**config.mk**
```make
export PLATFORM = sky130hd
export DESIGN_NAME = sorted_set_engine_core
export DESIGN_NICKNAME = d
export VERILOG_FILES = /design/src/design/sse_pkg.sv /design/src/design/sse_ram.sv /design/src/design/sorted_set_engine_core.sv
export SDC_FILE = /design/constraint.sdc
export NUM_CORES = 1
export LEC_CHECK = 0
export BUFFER_PORTS_ARGS = -buffer_cell sky130_fd_sc_hd__buf_2
export CAP_MARGIN = 25
export CORE_MARGIN = 3
export CORE_UTILIZATION = 54
export CTS_BUF_LIST = sky130_fd_sc_hd__clkbuf_16
export CTS_CLUSTER_DIAMETER = 80
export CTS_CLUSTER_SIZE = 10
export DETAILED_ROUTE_END_ITERATION = 6
export GPL_ROUTABILITY_DRIVEN = 0
export PLACE_DENSITY = 0.73
export SLEW_MARGIN = 5
export SYNTH_ARGS = -nofsm -noshare
export SYNTH_HDL_FRONTEND = slang
export SYNTH_SLANG_ARGS = --single-unit
```
**constraint.sdc**
```tcl
create_clock -name aclk -period 6.15 [get_ports aclk]
set_clock_uncertainty 0.2 [all_clocks]
set_input_delay 0.9225 -clock aclk [delete_from_list [all_inputs] [get_ports aclk]]
set_output_delay 0.9225 -clock aclk [all_outputs]
set_load 0.05 [all_outputs]
```
**src/design/sse_pkg.sv**
```systemverilog
// Package for the sorted set engine: opcodes, status codes, FSM states.
// No dependencies; imported by sorted_set_engine_core.
package sse_pkg;

    localparam int MAX_RESULTS = 32;

    typedef enum logic [1:0] {
        OP_INSERT    = 2'd0,
        OP_INTERSECT = 2'd1,
        OP_UNION     = 2'd2,
        OP_SYMDIFF   = 2'd3
    } op_t;

    typedef enum logic [2:0] {
        STAT_MEMBER    = 3'd0,
        STAT_EMPTY     = 3'd1,
        STAT_INSERTED  = 3'd2,
        STAT_DUPLICATE = 3'd3,
        STAT_FULL      = 3'd4
    } status_t;

    typedef enum logic [2:0] {
        S_IDLE,
        S_SCAN,
        S_SHIFT,
        S_PLACE,
        S_REPLY,
        S_MERGE
    } state_t;

    // How members of the source set are filtered against the other set
    typedef enum logic [1:0] {
        MODE_ALL,
        MODE_IN,
        MODE_OUT
    } mode_t;

    function automatic mode_t merge_mode(input op_t op, input logic pass);
        mode_t m;
        m = MODE_OUT;
        unique case (op)
            OP_INTERSECT: m = MODE_IN;
            OP_UNION:     m = pass ? MODE_OUT : MODE_ALL;
            default:      m = MODE_OUT;
        endcase
        return m;
    endfunction

endpackage

```
**src/design/sse_ram.sv**
```systemverilog
// Generic single-write, single-read RAM with registered read data.
// No dependencies; used for both member stores of the sorted set engine.
module sse_ram #(
    parameter int WIDTH = 16,
    parameter int DEPTH = 32
) (
    input  logic                     clk,
    input  logic                     we,
    input  logic [$clog2(DEPTH)-1:0] waddr,
    input  logic [WIDTH-1:0]         wdata,
    input  logic [$clog2(DEPTH)-1:0] raddr,
    output logic [WIDTH-1:0]         rdata
);

    logic [WIDTH-1:0] mem [DEPTH];

    always_ff @(posedge clk) begin
        if (we) begin
            mem[waddr] <= wdata;
        end
        rdata <= mem[raddr];
    end

endmodule

```
**src/design/sorted_set_engine_core.sv**
```systemverilog
// Sorted set engine top level: FSM, merge datapath and output register.
// Depends on sse_pkg and sse_ram (one RAM per set).
//
// Usage:
//   Input channel s_* carries one command per transaction: insert a value
//   into set A or B, or a query (intersect, union, symmetric difference).
//   Result channel m_* returns the answer; m_last marks the final result
//   transaction of a command. Inserts give one result with a status code;
//   queries give one member per transaction (at most 32), or one empty
//   marker when the answer is empty.
// Timing:
//   Commands are handled one at a time; s_ready is high only when the
//   engine is idle, but a finished result may still sit in the output
//   register. An insert runs an ordered scan, then moves one entry per
//   cycle (limited by the single RAM port pair). A query walks both sets
//   in a merge, one RAM read per set per cycle while the output is not
//   stalled; two passes for union and difference.
// Reset: both sets become empty; store contents are not cleared.
// Stall: while m_ready is low and a result is waiting, the merge freezes
//   at the next member to report; nothing is dropped.
module sorted_set_engine_core
    import sse_pkg::*;
#(
    parameter int SET_DEPTH   = 16,
    parameter int VALUE_WIDTH = 16
) (
    input  logic               aclk,
    input  logic               aresetn,
    input  logic               s_valid,
    output logic               s_ready,
    input  logic [1:0]         s_operation,
    input  logic               s_set_select,
    input  logic signed [15:0] s_value,
    output logic               m_valid,
    input  logic               m_ready,
    output logic signed [15:0] m_result_value,
    output logic [2:0]         m_status,
    output logic               m_last
);

    localparam int AW  = $clog2(SET_DEPTH);
    localparam int CW  = $clog2(SET_DEPTH + 1);
    localparam int OCW = $clog2(MAX_RESULTS);

    state_t                 state_reg, state_next;
    op_t                    op_reg, op_next;
    logic                   set_reg, set_next;
    logic                   pass_reg, pass_next;
    logic [CW-1:0]          i_reg, i_next;
    logic [CW-1:0]          j_reg, j_next;
    logic [CW-1:0]          pos_reg, pos_next;
    logic [VALUE_WIDTH-1:0] v_reg, v_next;
    status_t                status_reg, status_next;
    logic [CW-1:0]          count_reg [2];
    logic [CW-1:0]          count_next [2];
    logic                   hold_valid_reg, hold_valid_next;
    logic [15:0]            hold_value_reg, hold_value_next;
    logic [OCW-1:0]         out_cnt_reg, out_cnt_next;
    logic                   m_valid_reg, m_valid_next;
    logic [15:0]            m_value_reg, m_value_next;
    logic [2:0]             m_status_reg, m_status_next;
    logic                   m_last_reg, m_last_next;

    // memory ports
    logic [VALUE_WIDTH-1:0] rd0, rd1, wdata;
    logic [AW-1:0]          waddr, raddr0, raddr1;
    logic [CW-1:0]          ridx0, ridx1;
    logic                   wen, we0, we1;

    // datapath decisions
    logic [VALUE_WIDTH-1:0] src_data, oth_data;
    logic [CW-1:0]          cnt_src, cnt_oth;
    logic                   src_done, oth_done, src_lt, src_eq;
    logic                   keep, adv_i, adv_j, merge_stall, cap_hit, has_pass2;
    logic                   scan_hit, dup, full, out_free, accept;
    mode_t                  mode;
    logic [31:0]            in_ext, src_ext;
    logic [15:0]            src_out;

    logic                   push_en, push_last;
    logic [15:0]            push_value;
    status_t                push_status;

    sse_ram #(.WIDTH(VALUE_WIDTH), .DEPTH(SET_DEPTH)) u_ram_a (
        .clk(aclk), .we(we0), .waddr(waddr), .wdata(wdata), .raddr(raddr0), .rdata(rd0)
    );

    sse_ram #(.WIDTH(VALUE_WIDTH), .DEPTH(SET_DEPTH)) u_ram_b (
        .clk(aclk), .we(we1), .waddr(waddr), .wdata(wdata), .raddr(raddr1), .rdata(rd1)
    );

    // read address follows the next index so data lines up with the index register
    assign ridx0  = set_next ? j_next : i_next;
    assign ridx1  = set_next ? i_next : j_next;
    assign raddr0 = ridx0[AW-1:0];
    assign raddr1 = ridx1[AW-1:0];
    assign we0    = wen && !set_reg;
    assign we1    = wen && set_reg;

    assign s_ready  = (state_reg == S_IDLE);
    assign accept   = s_valid && s_ready;
    assign out_free = !m_valid_reg || m_ready;

    assign in_ext  = 32'(s_value);
    assign src_ext = 32'($signed(src_data));
    assign src_out = src_ext[15:0];

    always_comb begin
        src_data  = set_reg ? rd1 : rd0;
        oth_data  = set_reg ? rd0 : rd1;
        cnt_src   = count_reg[set_reg];
        cnt_oth   = count_reg[!set_reg];
        src_done  = (i_reg == cnt_src);
        oth_done  = (j_reg == cnt_oth);
        src_lt    = $signed(src_data) < $signed(oth_data);
        src_eq    = (src_data == oth_data);
        mode      = merge_mode(op_reg, pass_reg);
        has_pass2 = (op_reg != OP_INTERSECT);
        cap_hit   = hold_valid_reg && (out_cnt_reg == OCW'(MAX_RESULTS - 1));

        keep  = 1'b0;
        adv_i = 1'b0;
        adv_j = 1'b0;
        if (mode == MODE_ALL) begin
            keep  = 1'b1;
            adv_i = 1'b1;
        end else if (oth_done || src_lt) begin
            keep  = (mode == MODE_OUT);
            adv_i = 1'b1;
        end else if (src_eq) begin
            keep  = (mode == MODE_IN);
            adv_i = 1'b1;
            adv_j = 1'b1;
        end else begin
            adv_j = 1'b1;
        end
        merge_stall = keep && hold_valid_reg && !out_free;

        scan_hit = src_done || !($signed(src_data) < $signed(v_reg));
        dup      = !src_done && (src_data == v_reg);
        full     = (cnt_src == CW'(SET_DEPTH));
    end

    // next state
    always_comb begin
        state_next = state_reg;
        unique case (state_reg)
            S_IDLE: begin
                if (s_valid) begin
                    state_next = (op_t'(s_operation) == OP_INSERT) ? S_SCAN : S_MERGE;
                end
            end
            S_SCAN: begin
                if (scan_hit) begin
                    if (dup || full) begin
                        state_next = S_REPLY;
                    end else if (src_done) begin
                        state_next = S_PLACE;
                    end else begin
                        state_next = S_SHIFT;
                    end
                end
            end
            S_SHIFT: begin
                if (i_reg == pos_reg) begin
                    state_next = S_PLACE;
                end
            end
            S_PLACE: state_next = S_REPLY;
            S_REPLY: begin
                if (out_free) begin
                    state_next = S_IDLE;
                end
            end
            S_MERGE: begin
                if (src_done) begin
                    if (!(!pass_reg && has_pass2) && out_free) begin
                        state_next = S_IDLE;
                    end
                end else if (!merge_stall && keep && cap_hit) begin
                    state_next = S_IDLE;
                end
            end
            default: state_next = S_IDLE;
        endcase
    end

    // datapath and output pushes
    always_comb begin
        op_next         = op_reg;
        set_next        = set_reg;
        pass_next       = pass_reg;
        i_next          = i_reg;
        j_next          = j_reg;
        pos_next        = pos_reg;
        v_next          = v_reg;
        status_next     = status_reg;
        count_next[0]   = count_reg[0];
        count_next[1]   = count_reg[1];
        hold_valid_next = hold_valid_reg;
        hold_value_next = hold_value_reg;
        out_cnt_next    = out_cnt_reg;
        wen             = 1'b0;
        waddr           = '0;
        wdata           = v_reg;
        push_en         = 1'b0;
        push_last       = 1'b1;
        push_value      = '0;
        push_status     = status_reg;

        unique case (state_reg)
            S_IDLE: begin
                if (accept) begin
                    op_next         = op_t'(s_operation);
                    set_next        = (op_t'(s_operation) == OP_INSERT) ? s_set_select : 1'b0;
                    pass_next       = 1'b0;
                    i_next          = '0;
                    j_next          = '0;
                    v_next          = in_ext[VALUE_WIDTH-1:0];
                    hold_valid_next = 1'b0;
                    out_cnt_next    = '0;
                end
            end
            S_SCAN: begin
                if (!scan_hit) begin
                    i_next = i_reg + 1'b1;
                end else begin
                    pos_next = i_reg;
                    if (dup) begin
                        status_next = STAT_DUPLICATE;
                    end else if (full) begin
                        status_next = STAT_FULL;
                    end else if (!src_done) begin
                        i_next = cnt_src - 1'b1;  // shift starts at the top member
                    end
                end
            end
            S_SHIFT: begin
                wen   = 1'b1;
                waddr = AW'(i_reg + 1'b1);
                wdata = src_data;
                if (i_reg != pos_reg) begin
                    i_next = i_reg - 1'b1;
                end
            end
            S_PLACE: begin
                wen                 = 1'b1;
                waddr               = pos_reg[AW-1:0];
                wdata               = v_reg;
                count_next[set_reg] = cnt_src + 1'b1;
                status_next         = STAT_INSERTED;
            end
            S_REPLY: begin
                push_en     = out_free;
                push_status = status_reg;
            end
            S_MERGE: begin
                if (src_done) begin
                    if (!pass_reg && has_pass2) begin
                        pass_next = 1'b1;
                        set_next  = 1'b1;
                        i_next    = '0;
                        j_next    = '0;
                    end else if (out_free) begin
                        push_en         = 1'b1;
                        push_value      = hold_valid_reg ? hold_value_reg : 16'd0;
                        push_status     = hold_valid_reg ? STAT_MEMBER : STAT_EMPTY;
                        hold_valid_next = 1'b0;
                    end
                end else if (!merge_stall) begin
                    if (adv_i) begin
                        i_next = i_reg + 1'b1;
                    end
                    if (adv_j) begin
                        j_next = j_reg + 1'b1;
                    end
                    if (keep) begin
                        // one member is held back so the final one can carry last
                        if (hold_valid_reg) begin
                            push_en      = 1'b1;
                            push_value   = hold_value_reg;
                            push_status  = STAT_MEMBER;
                            push_last    = cap_hit;
                            out_cnt_next = out_cnt_reg + 1'b1;
                            if (cap_hit) begin
                                hold_valid_next = 1'b0;
                            end else begin
                                hold_value_next = src_out;
                            end
                        end else begin
                            hold_valid_next = 1'b1;
                            hold_value_next = src_out;
                        end
                    end
                end
            end
            default: ;
        endcase
    end

    always_comb begin
        m_valid_next  = push_en ? 1'b1 : (m_ready ? 1'b0 : m_valid_reg);
        m_value_next  = push_en ? push_value : m_value_reg;
        m_status_next = push_en ? push_status : m_status_reg;
        m_last_next   = push_en ? push_last : m_last_reg;
    end

    always_ff @(posedge aclk) begin
        if (!aresetn) begin
            state_reg      <= S_IDLE;
            count_reg[0]   <= '0;
            count_reg[1]   <= '0;
            hold_valid_reg <= 1'b0;
            out_cnt_reg    <= '0;
            m_valid_reg    <= 1'b0;
        end else begin
            state_reg      <= state_next;
            count_reg[0]   <= count_next[0];
            count_reg[1]   <= count_next[1];
            hold_valid_reg <= hold_valid_next;
            out_cnt_reg    <= out_cnt_next;
            m_valid_reg    <= m_valid_next;
        end
    end

    always_ff @(posedge aclk) begin
        op_reg         <= op_next;
        set_reg        <= set_next;
        pass_reg       <= pass_next;
        i_reg          <= i_next;
        j_reg          <= j_next;
        pos_reg        <= pos_next;
        v_reg          <= v_next;
        status_reg     <= status_next;
        hold_value_reg <= hold_value_next;
        m_value_reg    <= m_value_next;
        m_status_reg   <= m_status_next;
        m_last_reg     <= m_last_next;
    end

    assign m_valid        = m_valid_reg;
    assign m_result_value = m_value_reg;
    assign m_status       = m_status_reg;
    assign m_last         = m_last_reg;

    a_count_bound: assert property (@(posedge aclk) disable iff (!aresetn)
        (count_reg[0] <= CW'(SET_DEPTH)) && (count_reg[1] <= CW'(SET_DEPTH)))
        else $error("set count beyond depth");

    a_write_window: assert property (@(posedge aclk) disable iff (!aresetn)
        (we0 || we1) |-> (state_reg == S_SHIFT || state_reg == S_PLACE))
        else $error("store written outside an insert");

    a_hold_in_merge: assert property (@(posedge aclk) disable iff (!aresetn)
        hold_valid_reg |-> (state_reg == S_MERGE))
        else $error("held member outside a query");

    a_merge_index: assert property (@(posedge aclk) disable iff (!aresetn)
        (state_reg == S_MERGE) |-> (i_reg <= cnt_src && j_reg <= cnt_oth))
        else $error("merge index ran past set count");

    a_place_grows: assert property (@(posedge aclk) disable iff (!aresetn)
        (state_reg == S_PLACE) |=>
            (count_reg[set_reg] == $past(count_reg[set_reg]) + 1'b1))
        else $error("insert did not grow the set");

endmodule
```
# Yosys cells after proc, flatten, opt, wreduce, memory -nomap -nowiden
# Memory sizes are Yosys's and may differ from the RTL's. A register that Yosys moved wholly into a read port is not among the register bits.
# Index checks and enable logic that the tools add are counted.
# totals
ff_bits	84
mem_bits_rw	522
input_bits	23
out_inout_bits	22
mem_count	3
# op_classes
add_sub_neg	6
order_cmp	4
eq_ne	37
muxes	109
bitwise_logic	8
n_reduce_logical	40
# memory_table
memory	depth	word_bits	rd	rd_clocked_by_memory_dff	write_ports	line	rtl
u_ram_a.mem	16	16	1	1	1	sse_ram.sv:15	logic [WIDTH-1:0] mem [DEPTH];
u_ram_b.mem	16	16	1	1	1	sse_ram.sv:15	
count_reg	2	5	4	1	2	sorted_set_engine_core.sv:54	logic [CW-1:0] count_reg [2];
# ops
cell	n
$mux W16	11
$mux W5	23
$mux W3	19
$mux W1	39
$eq A16 B16 Y1	2
$lt A16 B16 Y1	2
$ne A2 B2 Y1 const B	11
$ne A3 B3 Y1 const B	7
$add A5 B1 Y5 const B	4
$pmux W5 S2	2
$pmux W5 S4	1
$pmux W3 S6	1
$reduce_and A6 Y1	3
$eq A5 B5 Y1	3
$logic_and A1 B1 Y1	12
$bwmux W10	1
$eq A5 B5 Y1 const B	2
$mux W10	1
$sub A5 B1 Y5 const B	2
$logic_not A1 Y1	8
$mux W4	2
$pmux W1 S2	4
$pmux W4 S2	1
$eq A3 B2 Y1 const B	2
other kinds (25)	41

# Depth between registers and ports, before layout
# Gate-level depths: netlist of run 1.
# depth
ltp_word	14
depth_mapped	23
depth_no_buf	14

# Hierarchy
# From an unflattened synthesis of run 1, not the netlist that was laid out.
# unflattened
cells_unflattened	1477
area_unflattened_um2	26167.6
# modules_own_cells
mod	instances	cells_each	area_per_inst_um2
sse_ram (u_ram_a)	1	432	10043.4
sse_ram (u_ram_b)	1	432	10042.1
sorted_set_engine_core	1	613	6082.1

# Worst setup path after synthesis of run 1
# Ideal clock, no wire load.
# synth_timing
kind	register -> register
startpoint	register set_reg
endpoint	register u_ram_b.rdata[5] (read register of u_ram_b.mem)
setup_ns	0.134
arrival_time_ns	5.510
path_slack_ns	0.306
stages_incl_launch_ff	22
path_buffers	7
period_less_slack_ns	5.844
cell_sequence	dfxtp_1 > buf_6 > buf_6 > clkbuf_1 > clkbuf_1 > buf_1 > mux2i_1 > ha_1 > nand4_2 > nor3_1 > a2111oi_2 > a21oi_1 > o31ai_4 > nand2_1 > a311o_1 > or2_0 > buf_2 > a31oi_4 > buf_2 > a31o_1 > o221ai_1 > or4_1
# synth_between
elab_chain_cells	12
elab_cells_between_ends	38
# synth_lines
element	line	rtl
start, declared	sorted_set_engine_core.sv:47	logic set_reg, set_next;
start signal, assigned	sorted_set_engine_core.sv:328	set_reg <= set_next;
parallel branches: the longest is 10 deep, another holds $lt A16 B16 Y1	--	
$pmux W5 S4 (*)	sorted_set_engine_core.sv:211	unique case (state_reg)
net i_next[3]	sorted_set_engine_core.sv:49	logic [CW-1:0] i_reg, i_next;
$mux W4 (*)	sorted_set_engine_core.sv:94	assign ridx1 = set_next ? i_next : j_next;
end, declared	sse_ram.sv:12	output logic [WIDTH-1:0] rdata
# Mark *: on every way through the listed nets, which the timed path passes.
# A chain may end at the register's enable or synchronous reset.

# Worst setup path in the final report of run 1
# layout_timing
startpoint	register set_reg
endpoint	register u_ram_b.rdata[0] (read register of u_ram_b.mem)
# layout_between
elab_cells_between_ends	38
# layout_rtl
element	line	rtl
$mux W16 (*)	sorted_set_engine_core.sv:109	src_data = set_reg ? rd1 : rd0;
net src_data[15]	sorted_set_engine_core.sv:71	logic [VALUE_WIDTH-1:0] src_data, oth_data;
$lt A16 B16 Y1 / $eq A16 B16 Y1 (equally long branches)	sorted_set_engine_core.sv:115, sorted_set_engine_core.sv:116	
$logic_or A1 B1 Y1 / $mux W1 (equally long branches)	sorted_set_engine_core.sv:127, sorted_set_engine_core.sv:130	
$mux W1	sorted_set_engine_core.sv:127	end else if (oth_done || src_lt) begin
$mux W1	sorted_set_engine_core.sv:124	if (mode == MODE_ALL) begin
$logic_and A1 B1 Y1 (2 in a row)	sorted_set_engine_core.sv:137	merge_stall = keep && hold_valid_reg && !out_free;
$mux W5	sorted_set_engine_core.sv:270	end else if (!merge_stall) begin
$mux W5	sorted_set_engine_core.sv:258	if (src_done) begin
$pmux W5 S4 / $pmux W5 S2 (equally long branches)	sorted_set_engine_core.sv:211	
$mux W4 (*)	sorted_set_engine_core.sv:94	
# Mark *: on every way through the listed nets, which the timed path passes. The rest lies on a longest branch.

==> summary.txt, run 1 <==
Run status
  • Run status: finished, final reports clean

Floorplan
  • Die extent in x: 232 microns
  • Io pins: between 40 and 50
  • Starting utilization of the core area: a little over half
  • Placeable core area: around 50000 sq um
  • Area of the die: about 54000 sq um
  • Die H: ~230 microns
  • Row count: between 80 and 90

Synthesis
  • Ys async rst share: 0%
  • Simple-Gate Fraction of Synth Area: between 8 and 9%
  • Post-synthesis share of cell area spent on xor and xnor gates: less than 1%
  • Cell area after synthesis: approximately 28000 sq um
  • Post-Synthesis Cells: ~1900
  • Number of distinct library cells after synthesis: 99
  • Number of synthesized flops with an enable pin: 577
  • Dominant synthesized flop cell: sky130_fd_sc_hd__edfxtp_1
  • Syn Area/Cell: 14.3 sq um
  • Share of the yosys chip area belonging to registers: between 60 and 70%
  • Synth Area in Compound Gates: 10.1%
  • Combinational family with the most area after synthesis: compound AO/OA/AOI/OAI gates
  • Synth warnings: 0
  • Post-Synth Adder-Cell Area: between 1.5 and 2%
  • Post-synth top area share: 62.7%
  • Flops & latches, synth: about 640
  • Cell type contributing the most total cell area after synthesis: sky130_fd_sc_hd__edfxtp_1
  • Multiplexer fraction of the synthesized cell area: roughly 9.1%
  • Synth top area cells: sky130_fd_sc_hd__edfxtp_1 (63%), sky130_fd_sc_hd__mux2i_1 (7.5%), sky130_fd_sc_hd__dfxtp_1 (4.4%), sky130_fd_sc_hd__nand2_1 (2.5%), sky130_fd_sc_hd__o211ai_1 (1.8%)
  • Total nets after synthesis: 1999

Critical path
  • Data arrival, critical path: approximately 6 ns
  • Kind of start point of the critical path: flop
  • Capturing element type of the critical path: flop
  • Slowest stage cell on the critical path: sky130_fd_sc_hd__dfxtp_4
  • Delay of the slowest critical-path stage: 0.57 ns
  • Kind of cell adding the most delay to the critical path: simple AND/OR/NAND/NOR gates
  • R2r setup slk: a little over 0.4 ns
  • Crit path buffers/inverters: 1
  • Data required time at the worst endpoint: ~6.4 ns
  • Worst flop-to-flop path startpoint: set_reg$_DFF_P_
  • Logic depth of the worst path, buffers included: 15
  • Register-to-Register Path Depth: 15
  • Worst-path cell chain: mux2_2, ha_1, nand4_2, nor4_4, o21ai_1, a21oi_1, nand3b_1, o32ai_1, or4_4, o21ai_4, nand2_4, buf_12, mux2i_1, o221ai_1, or4_1
  • Critical path peak fanout: 34
  • Category of the critical setup timing path: flop to flop
  • Critical register-to-register path endpoint: u_ram_b.rdata[0]$_DFF_P_

Route
  • Antenna-violating nets left: 0
  • Total Wirelength: approximately 67000 microns
  • First-pass iteration count of the detailed router: 6
  • Wire length per cell after detailed routing: roughly 24 microns
  • Post-detailed-route via-to-cell ratio: about 6.3
  • Violation count after the first detailed-route iteration: between 1500 and 2000
  • Total vias in the final route: ~17000
  • Number of design rule violations left after detail routing: 0

Layout
  • Layout net count: 2102
  • Filler cell count in the final layout: around 3600
  • Area of the multi-input gates: 8530 sq um
  • Growth of design area from synthesis to finish: 13.3%
  • Diode insertion count for antenna repair: 0
  • Final Util: slightly above 60%
  • Count of non-filler cells in the finished layout: between 2000 and 3000
  • Biggest regs: u_ram_a.mem x256, u_ram_b.mem x256
  • Storage element area: around 19000 sq um
  • Fraction of layout instances using a drive strength above 1: between 10% and 20%

Global route
  • Global-route wire length before repair: ~100000 microns
  • Initial antenna violation count: 1
  • Vias in the first global route: 16700
  • Total routing usage reported by global routing: between 20% and 30%
  • Sum of overflow across all layers after global routing: 0
  • Maximum number of pins on one net before global-route repair: between 60 and 70

Clock network
  • Post-cts resize count: 0
  • Number of buffers between clock root and the deepest sink: 3
  • CTS HTree Levels: 3
  • Clock latency on the worst-skew pair: ~0.63 ns
  • Hold buffer count at cts: 0
  • Number of buffers inserted to repair setup after CTS: 0
  • Total clock sinks: approximately 640
  • CTS tree: built
  • Root Buffer: sky130_fd_sc_hd__clkbuf_16
  • Clock-pin slew reported for the worst setup and hold paths after clock tree synthesis: 0.06 ns
  • Number of buffers created by CTS: 74

Power
  • Total power divided by cell area: 613 nW/um^2
  • Peak supply drop: 0.000652 V
  • Leakage power of the design: 11.1 nW

STA
  • Slew at the pin with the worst max-slew slack: just over 1 ns
  • Setup ws final: ~0.41 ns
  • Setup total negative slack: 0 ns
  • Final worst path period need: 5.74 ns
  • Final hold vios: 0
  • Final setup violation count: 0
  • Final Slew Violations: 0
  • Max Clk Rate: between 150 and 200 MHz
  • Worst slew margin: between 30 and 40%
  • Setup repair after global routing missed its margin: false
  • Portion of the clock cycle consumed by the worst path in the final layout: roughly 93%

Place
  • HPWL Detailed: between 40000 and 50000 microns
  • # placed instances: 2633
  • Port bufs: 44
  • Setup WS pre-CTS: 0.359 ns

Worst hold path
  • Min-Delay Startpoint: s_value[14]
  • Class of the tightest hold or removal check: input pin to flop
  • Endpoint, Worst Hold: v_reg[14]$_DFFE_PP_
  • Worst hold path cell count: 1

Run
  • Max-cap violation count: 0
[power breakdown]
part	switching, W	internal, W
Combinational	0.00584	0.00338
Sequential	0.000329	0.00567
Clock	0.00171	0.00227
Total	0.00788	0.0113
[cells in the mapped netlist (4+ instances only)]
library cell	number
sky130_fd_sc_hd__edfxtp_1	577
sky130_fd_sc_hd__mux2i_1	208
sky130_fd_sc_hd__nand2_1	184
sky130_fd_sc_hd__nor2_1	80
sky130_fd_sc_hd__nand3_1	69
sky130_fd_sc_hd__o211ai_1	67
sky130_fd_sc_hd__dfxtp_1	61
sky130_fd_sc_hd__a21oi_1	57
sky130_fd_sc_hd__clkbuf_1	49
sky130_fd_sc_hd__buf_2	43
sky130_fd_sc_hd__o21ai_0	43
sky130_fd_sc_hd__ha_1	39
sky130_fd_sc_hd__inv_1	37
sky130_fd_sc_hd__and2_1	31
sky130_fd_sc_hd__o22ai_1	31
sky130_fd_sc_hd__a211o_1	30
sky130_fd_sc_hd__mux2_2	25
sky130_fd_sc_hd__o221ai_1	19
sky130_fd_sc_hd__xnor2_1	18
sky130_fd_sc_hd__a32o_1	15
sky130_fd_sc_hd__nor3_1	15
sky130_fd_sc_hd__or4_1	15
sky130_fd_sc_hd__nor2b_1	12
sky130_fd_sc_hd__nand4_1	11
sky130_fd_sc_hd__xor2_1	11
sky130_fd_sc_hd__a31o_1	10
sky130_fd_sc_hd__nand3_2	10
sky130_fd_sc_hd__a211oi_1	9
sky130_fd_sc_hd__and3_1	9
sky130_fd_sc_hd__a31oi_1	7
sky130_fd_sc_hd__nand2b_1	7
sky130_fd_sc_hd__a21o_1	6
sky130_fd_sc_hd__a31o_2	6
sky130_fd_sc_hd__buf_6	6
sky130_fd_sc_hd__or2_2	6
sky130_fd_sc_hd__a21boi_0	5
sky130_fd_sc_hd__mux2i_4	5
sky130_fd_sc_hd__nor3b_1	5
sky130_fd_sc_hd__a22oi_1	4
sky130_fd_sc_hd__buf_4	4
sky130_fd_sc_hd__nor4_1	4
sky130_fd_sc_hd__o31ai_1	4
[final cells by class]
| class | count | share of cell area, % |
|---|---|---|
| clock buffer | 75 | 6.00 |
| inverter | 38 | 0.456 |
| timing repair buffer | 131 | 3.21 |
| tap | 672 | 2.69 |
| multi-input combinational | 1157 | 27.2 |
| sequential | 638 | 59.3 |
| clock inverter | 62 | 1.15 |
[kinds of logic (layout without fill, tap and decap cells)]
group | after synthesis | after routing
adder cells (fa/ha/maj) | 39 | 39
multiplexers | 240 | 240
buffers and inverters | 142 | 306
flip-flops | 638 | 638
AO/OA/AOI/OAI | 368 | 368
XOR/XNOR | 29 | 29
AND/OR/NAND/NOR | 481 | 481
[worst reg2reg max path, stage by stage (launching register included)]
cell and delay [ns]:
sky130_fd_sc_hd__dfxtp_4 0.57, sky130_fd_sc_hd__mux2_2 0.43, sky130_fd_sc_hd__ha_1 0.34, sky130_fd_sc_hd__nand4_2 0.19, sky130_fd_sc_hd__nor4_4 0.40, sky130_fd_sc_hd__o21ai_1 0.17
sky130_fd_sc_hd__a21oi_1 0.49, sky130_fd_sc_hd__nand3b_1 0.30, sky130_fd_sc_hd__o32ai_1 0.15, sky130_fd_sc_hd__or4_4 0.54, sky130_fd_sc_hd__o21ai_4 0.26, sky130_fd_sc_hd__nand2_4 0.28
sky130_fd_sc_hd__buf_12 0.29, sky130_fd_sc_hd__mux2i_1 0.26, sky130_fd_sc_hd__o221ai_1 0.17, sky130_fd_sc_hd__or4_1 0.57
[metal layers]
metal,share of wire (%),global-route usage [%],vias to the layer above
li1,-,-,7733
met4,2.8,7.75,0
met5,0,0,-
met2,47,38.5,820
met1,42,35.4,8641
met3,8.2,4.37,140
[stage by stage]
stage                     power (W)  hold slack [ns]  cell area (sq um)
after global routing         0.0201            0.251              31300
after floorplan              0.0124            0.203              27600
after CTS                    0.0191            0.234              31200
after detailed placement     0.0151            0.278              29000
final                        0.0192            0.271              31300
after global placement       0.0149            0.264              29000
[cell usage in the layout, fill, tap and decap left out, types with 7 or more instances in the layout]
| master | instances |
|---|---|
| sky130_fd_sc_hd__xnor2_1 | 18 |
| sky130_fd_sc_hd__dfxtp_1 | 60 |
| sky130_fd_sc_hd__buf_12 | 8 |
| sky130_fd_sc_hd__buf_2 | 44 |
| sky130_fd_sc_hd__a211o_1 | 30 |
| sky130_fd_sc_hd__buf_4 | 75 |
| sky130_fd_sc_hd__a31oi_1 | 7 |
| sky130_fd_sc_hd__xor2_1 | 11 |
| sky130_fd_sc_hd__nand2_1 | 183 |
| sky130_fd_sc_hd__edfxtp_1 | 577 |
| sky130_fd_sc_hd__and2_1 | 31 |
| sky130_fd_sc_hd__o22ai_1 | 31 |
| sky130_fd_sc_hd__o21ai_2 | 19 |
| sky130_fd_sc_hd__nand2b_1 | 7 |
| sky130_fd_sc_hd__and3_1 | 9 |
| sky130_fd_sc_hd__o21ai_0 | 27 |
| sky130_fd_sc_hd__inv_1 | 91 |
| sky130_fd_sc_hd__nor2_1 | 77 |
| sky130_fd_sc_hd__clkbuf_16 | 75 |
| sky130_fd_sc_hd__nor2b_1 | 12 |
| sky130_fd_sc_hd__or4_1 | 15 |
| sky130_fd_sc_hd__a21oi_1 | 57 |
| sky130_fd_sc_hd__nand4_1 | 11 |
| sky130_fd_sc_hd__nor3_1 | 15 |
| sky130_fd_sc_hd__a32o_1 | 15 |
| sky130_fd_sc_hd__mux2i_1 | 208 |
| sky130_fd_sc_hd__a211oi_1 | 9 |
| sky130_fd_sc_hd__nand3_2 | 10 |
| sky130_fd_sc_hd__o221ai_1 | 19 |
| sky130_fd_sc_hd__o211ai_1 | 67 |
| sky130_fd_sc_hd__mux2_2 | 25 |
| sky130_fd_sc_hd__a31o_1 | 10 |
| sky130_fd_sc_hd__nand3_1 | 69 |
| sky130_fd_sc_hd__ha_1 | 39 |
[how the worst max path moves through the flow]
stage / start / endpoint
2_1_floorplan: set_reg$_DFF_P_ / u_ram_b.rdata[5]$_DFF_P_
3_3_place_gp: set_reg$_DFF_P_ / u_ram_b.rdata[1]$_DFF_P_
6_report: set_reg$_DFF_P_ / u_ram_b.rdata[0]$_DFF_P_
4_1_cts: set_reg$_DFF_P_ / u_ram_b.rdata[0]$_DFF_P_
3_5_place_dp: set_reg$_DFF_P_ / u_ram_b.rdata[0]$_DFF_P_
5_1_grt: set_reg$_DFF_P_ / u_ram_b.rdata[0]$_DFF_P_
No activity file was read; power rests on OpenSTA's default activity.
==> run 2, diff against run 1 <==
--- a/config.mk
+++ b/config.mk
@@ -15,6 +15,7 @@
 export DETAILED_ROUTE_END_ITERATION = 6
 export GPL_ROUTABILITY_DRIVEN = 0
 export PLACE_DENSITY = 0.73
+export REMOVE_ABC_BUFFERS = 1
 export SLEW_MARGIN = 5
 export SYNTH_ARGS = -nofsm -noshare
 export SYNTH_HDL_FRONTEND = slang
==> summary.txt, run 2 (synthesis gave the netlist of run 1 again) <==
Layout
  • Diode insertion count for antenna repair: 0
  • Filler cell count in the final layout: between 3000 and 4000
  • Growth of design area from synthesis to finish: 12.5%
  • Count of non-filler cells in the finished layout: 2759
  • Most frequent standard cell in the layout excluding fill and tap cells: sky130_fd_sc_hd__edfxtp_1
  • Final Util: about three fifths
  • Biggest regs: u_ram_a.mem x256, u_ram_b.mem x256
  • Fraction of layout instances using a drive strength above 1: between 10% and 20%
  • Commonest cells after routing, fill and taps aside: sky130_fd_sc_hd__edfxtp_1 (577), sky130_fd_sc_hd__mux2i_1 (208), sky130_fd_sc_hd__nand2_1 (183), sky130_fd_sc_hd__inv_1 (89)
  • Layout net count: around 2100

Worst hold path
  • Class of the tightest hold or removal check: flop to flop
  • Worst hold path cell count: 2

Power
  • Final Power: 0.0190 W
  • Peak supply drop: 0.000594 V
  • Leakage power of the design: 11.0 nW
  • Total power divided by cell area: 610 nW/um^2

Clock network
  • CTS tree: built
  • Clock-pin slew reported for the worst setup and hold paths after clock tree synthesis: ~0.06 ns
  • Number of buffers created by CTS: 73
  • Total clock sinks: 638
  • Number of buffers between clock root and the deepest sink: 3
  • Root Buffer: sky130_fd_sc_hd__clkbuf_16
  • Clock latency on the worst-skew pair: between 0.6 and 0.7 ns
  • CTS HTree Levels: 3
  • Number of buffers inserted to repair setup after CTS: 0

Global route
  • Global-route wire length before repair: about 98000 microns
  • Initial antenna violation count: 1
  • Vias in the first global route: roughly 17000
  • Maximum number of pins on one net before global-route repair: 94
  • Total routing usage reported by global routing: roughly 24%
  • Sum of overflow across all layers after global routing: 0

STA
  • Max Clk Rate: ~170 MHz
  • Final setup violation count: 0
  • Final hold vios: 0
  • Portion of the clock cycle consumed by the worst path in the final layout: 95.3%
  • Final worst path period need: around 5.9 ns
  • Setup ws final: 0.288 ns
  • Slew at the pin with the worst max-slew slack: approximately 1.1 ns
  • Smallest hold slack: 0.297 ns
  • Final Slew Violations: 0
  • Setup repair after global routing missed its margin: false
  • Worst slew margin: 28.2%

Critical path
  • Logic depth of the worst path, buffers included: 15
  • Capturing element type of the critical path: flop
  • Critical path peak fanout: 24
  • Delay of the slowest critical-path stage: approximately 0.60 ns
  • Worst-path cell chain: mux2_2, ha_1, nor4b_1, a21oi_1, o211a_1, a22oi_1, a21oi_1, buf_4, nor2b_1, a311o_1, or2_0, a31oi_4, a31o_1, o221ai_1, or4_1
  • Crit path buffers/inverters: 1
  • Most frequent CP cell: sky130_fd_sc_hd__a21oi_1
  • Category of the critical setup timing path: flop to flop
  • Data required time at the worst endpoint: 6.41 ns
  • Data arrival, critical path: about 6.1 ns
  • Kind of start point of the critical path: flop
  • Register-to-Register Path Depth: 15
  • Slowest stage cell on the critical path: sky130_fd_sc_hd__a22oi_1
  • Kind of cell adding the most delay to the critical path: compound AO/OA/AOI/OAI gates

Floorplan
  • Die H: approximately 230 microns
  • Row count: 82
  • Placeable core area: around 50000 sq um
  • Starting utilization of the core area: 54.8%
  • Die extent in x: between 200 and 250 microns
  • Io pins: 45
  • Area of the die: 53900 sq um

Run
  • Max-cap violation count: 0

Route
  • Total vias in the final route: 17100
  • First-pass iteration count of the detailed router: 5
  • Antenna-violating nets left: 0
  • Violation count after the first detailed-route iteration: 1969
  • Number of design rule violations left after detail routing: 0
  • Wire length per cell after detailed routing: roughly 23 microns
  • Total Wirelength: 64800 microns
  • Post-detailed-route via-to-cell ratio: 6.18

Run status
  • Run status: finished, final reports clean

Place
  • # placed instances: approximately 2600
  • Port bufs: 44
  • HPWL Detailed: between 40000 and 50000 microns
  • Setup WS pre-CTS: 0.322 ns
==> run 2: layout make-up <==
| class | instances | area [sq um] | area share, % |
|---|---|---|---|
| sequential | 638 | 18600 | 59.7 |
| clock buffer | 75 | 1880 | 6.04 |
| clock inverter | 56 | 268 | 0.861 |
| tap | 672 | 841 | 2.70 |
| multi-input combinational | 1157 | 8530 | 27.4 |
| inverter | 38 | 143 | 0.459 |
| timing repair buffer | 123 | 883 | 2.84 |
==> run 2: per-layer routing <==
metal  track usage (%)  share of wire (%)
met5                 0                  0
met4              8.52                3.2
met3              5.23                8.5
met2              37.4                 46
met1              33.7                 42
==> run 2: path summary, 6_finish.rpt <==
path,start,endpoint,slack [ns]
setup / recovery,set_reg$_DFF_P_,u_ram_b.rdata[8]$_DFF_P_,0.29
hold / removal,out_cnt_reg[4]$_SDFFE_PN0P_,out_cnt_reg[4]$_SDFFE_PN0P_,0.30
setup reg to reg,set_reg$_DFF_P_,u_ram_b.rdata[8]$_DFF_P_,0.29
hold reg to reg,out_cnt_reg[4]$_SDFFE_PN0P_,out_cnt_reg[4]$_SDFFE_PN0P_,0.30
==> run 2: timing repair <==
| action | in CTS | in global routing |
|---|---|---|
| endpoints found under the setup margin | 0 | 6 |
| resized for setup | 0 | 1 |
| hold buffers | 0 | 0 |
==> run 2: worst register-to-register path, cell delays in order (launching register included) <==
cell                       delay [ns]
sky130_fd_sc_hd__dfxtp_4         0.57
sky130_fd_sc_hd__mux2_2          0.44
sky130_fd_sc_hd__ha_1            0.32
sky130_fd_sc_hd__nor4b_1         0.44
sky130_fd_sc_hd__a21oi_1         0.16
sky130_fd_sc_hd__o211a_1         0.18
sky130_fd_sc_hd__a22oi_1         0.60
sky130_fd_sc_hd__a21oi_1         0.20
sky130_fd_sc_hd__buf_4           0.21
sky130_fd_sc_hd__nor2b_1         0.14
sky130_fd_sc_hd__a311o_1         0.34
sky130_fd_sc_hd__or2_0           0.35
sky130_fd_sc_hd__a31oi_4         0.54
sky130_fd_sc_hd__a31o_1          0.25
sky130_fd_sc_hd__o221ai_1        0.19
sky130_fd_sc_hd__or4_1           0.59
==> run 2: power by group <==
| part | switching (W) | total [W] | leakage (nW) | internal [W] |
|---|---|---|---|---|
| combinational | 0.00583 | 0.00913 | 4.01 | 0.00330 |
| sequential | 0.000328 | 0.00600 | 5.71 | 0.00567 |
| clock | 0.00163 | 0.00383 | 1.23 | 0.00220 |
| total | 0.00779 | 0.0190 | 11.0 | 0.0112 |
==> run 2: metrics by stage <==
step           area [sq um]  setup TNS [ns]
3_3_place_gp          28900               0
2_1_floorplan         27100          -55.46
5_1_grt               31100               0
4_1_cts               31100               0
6_report              31100               0
3_5_place_dp          28900               0
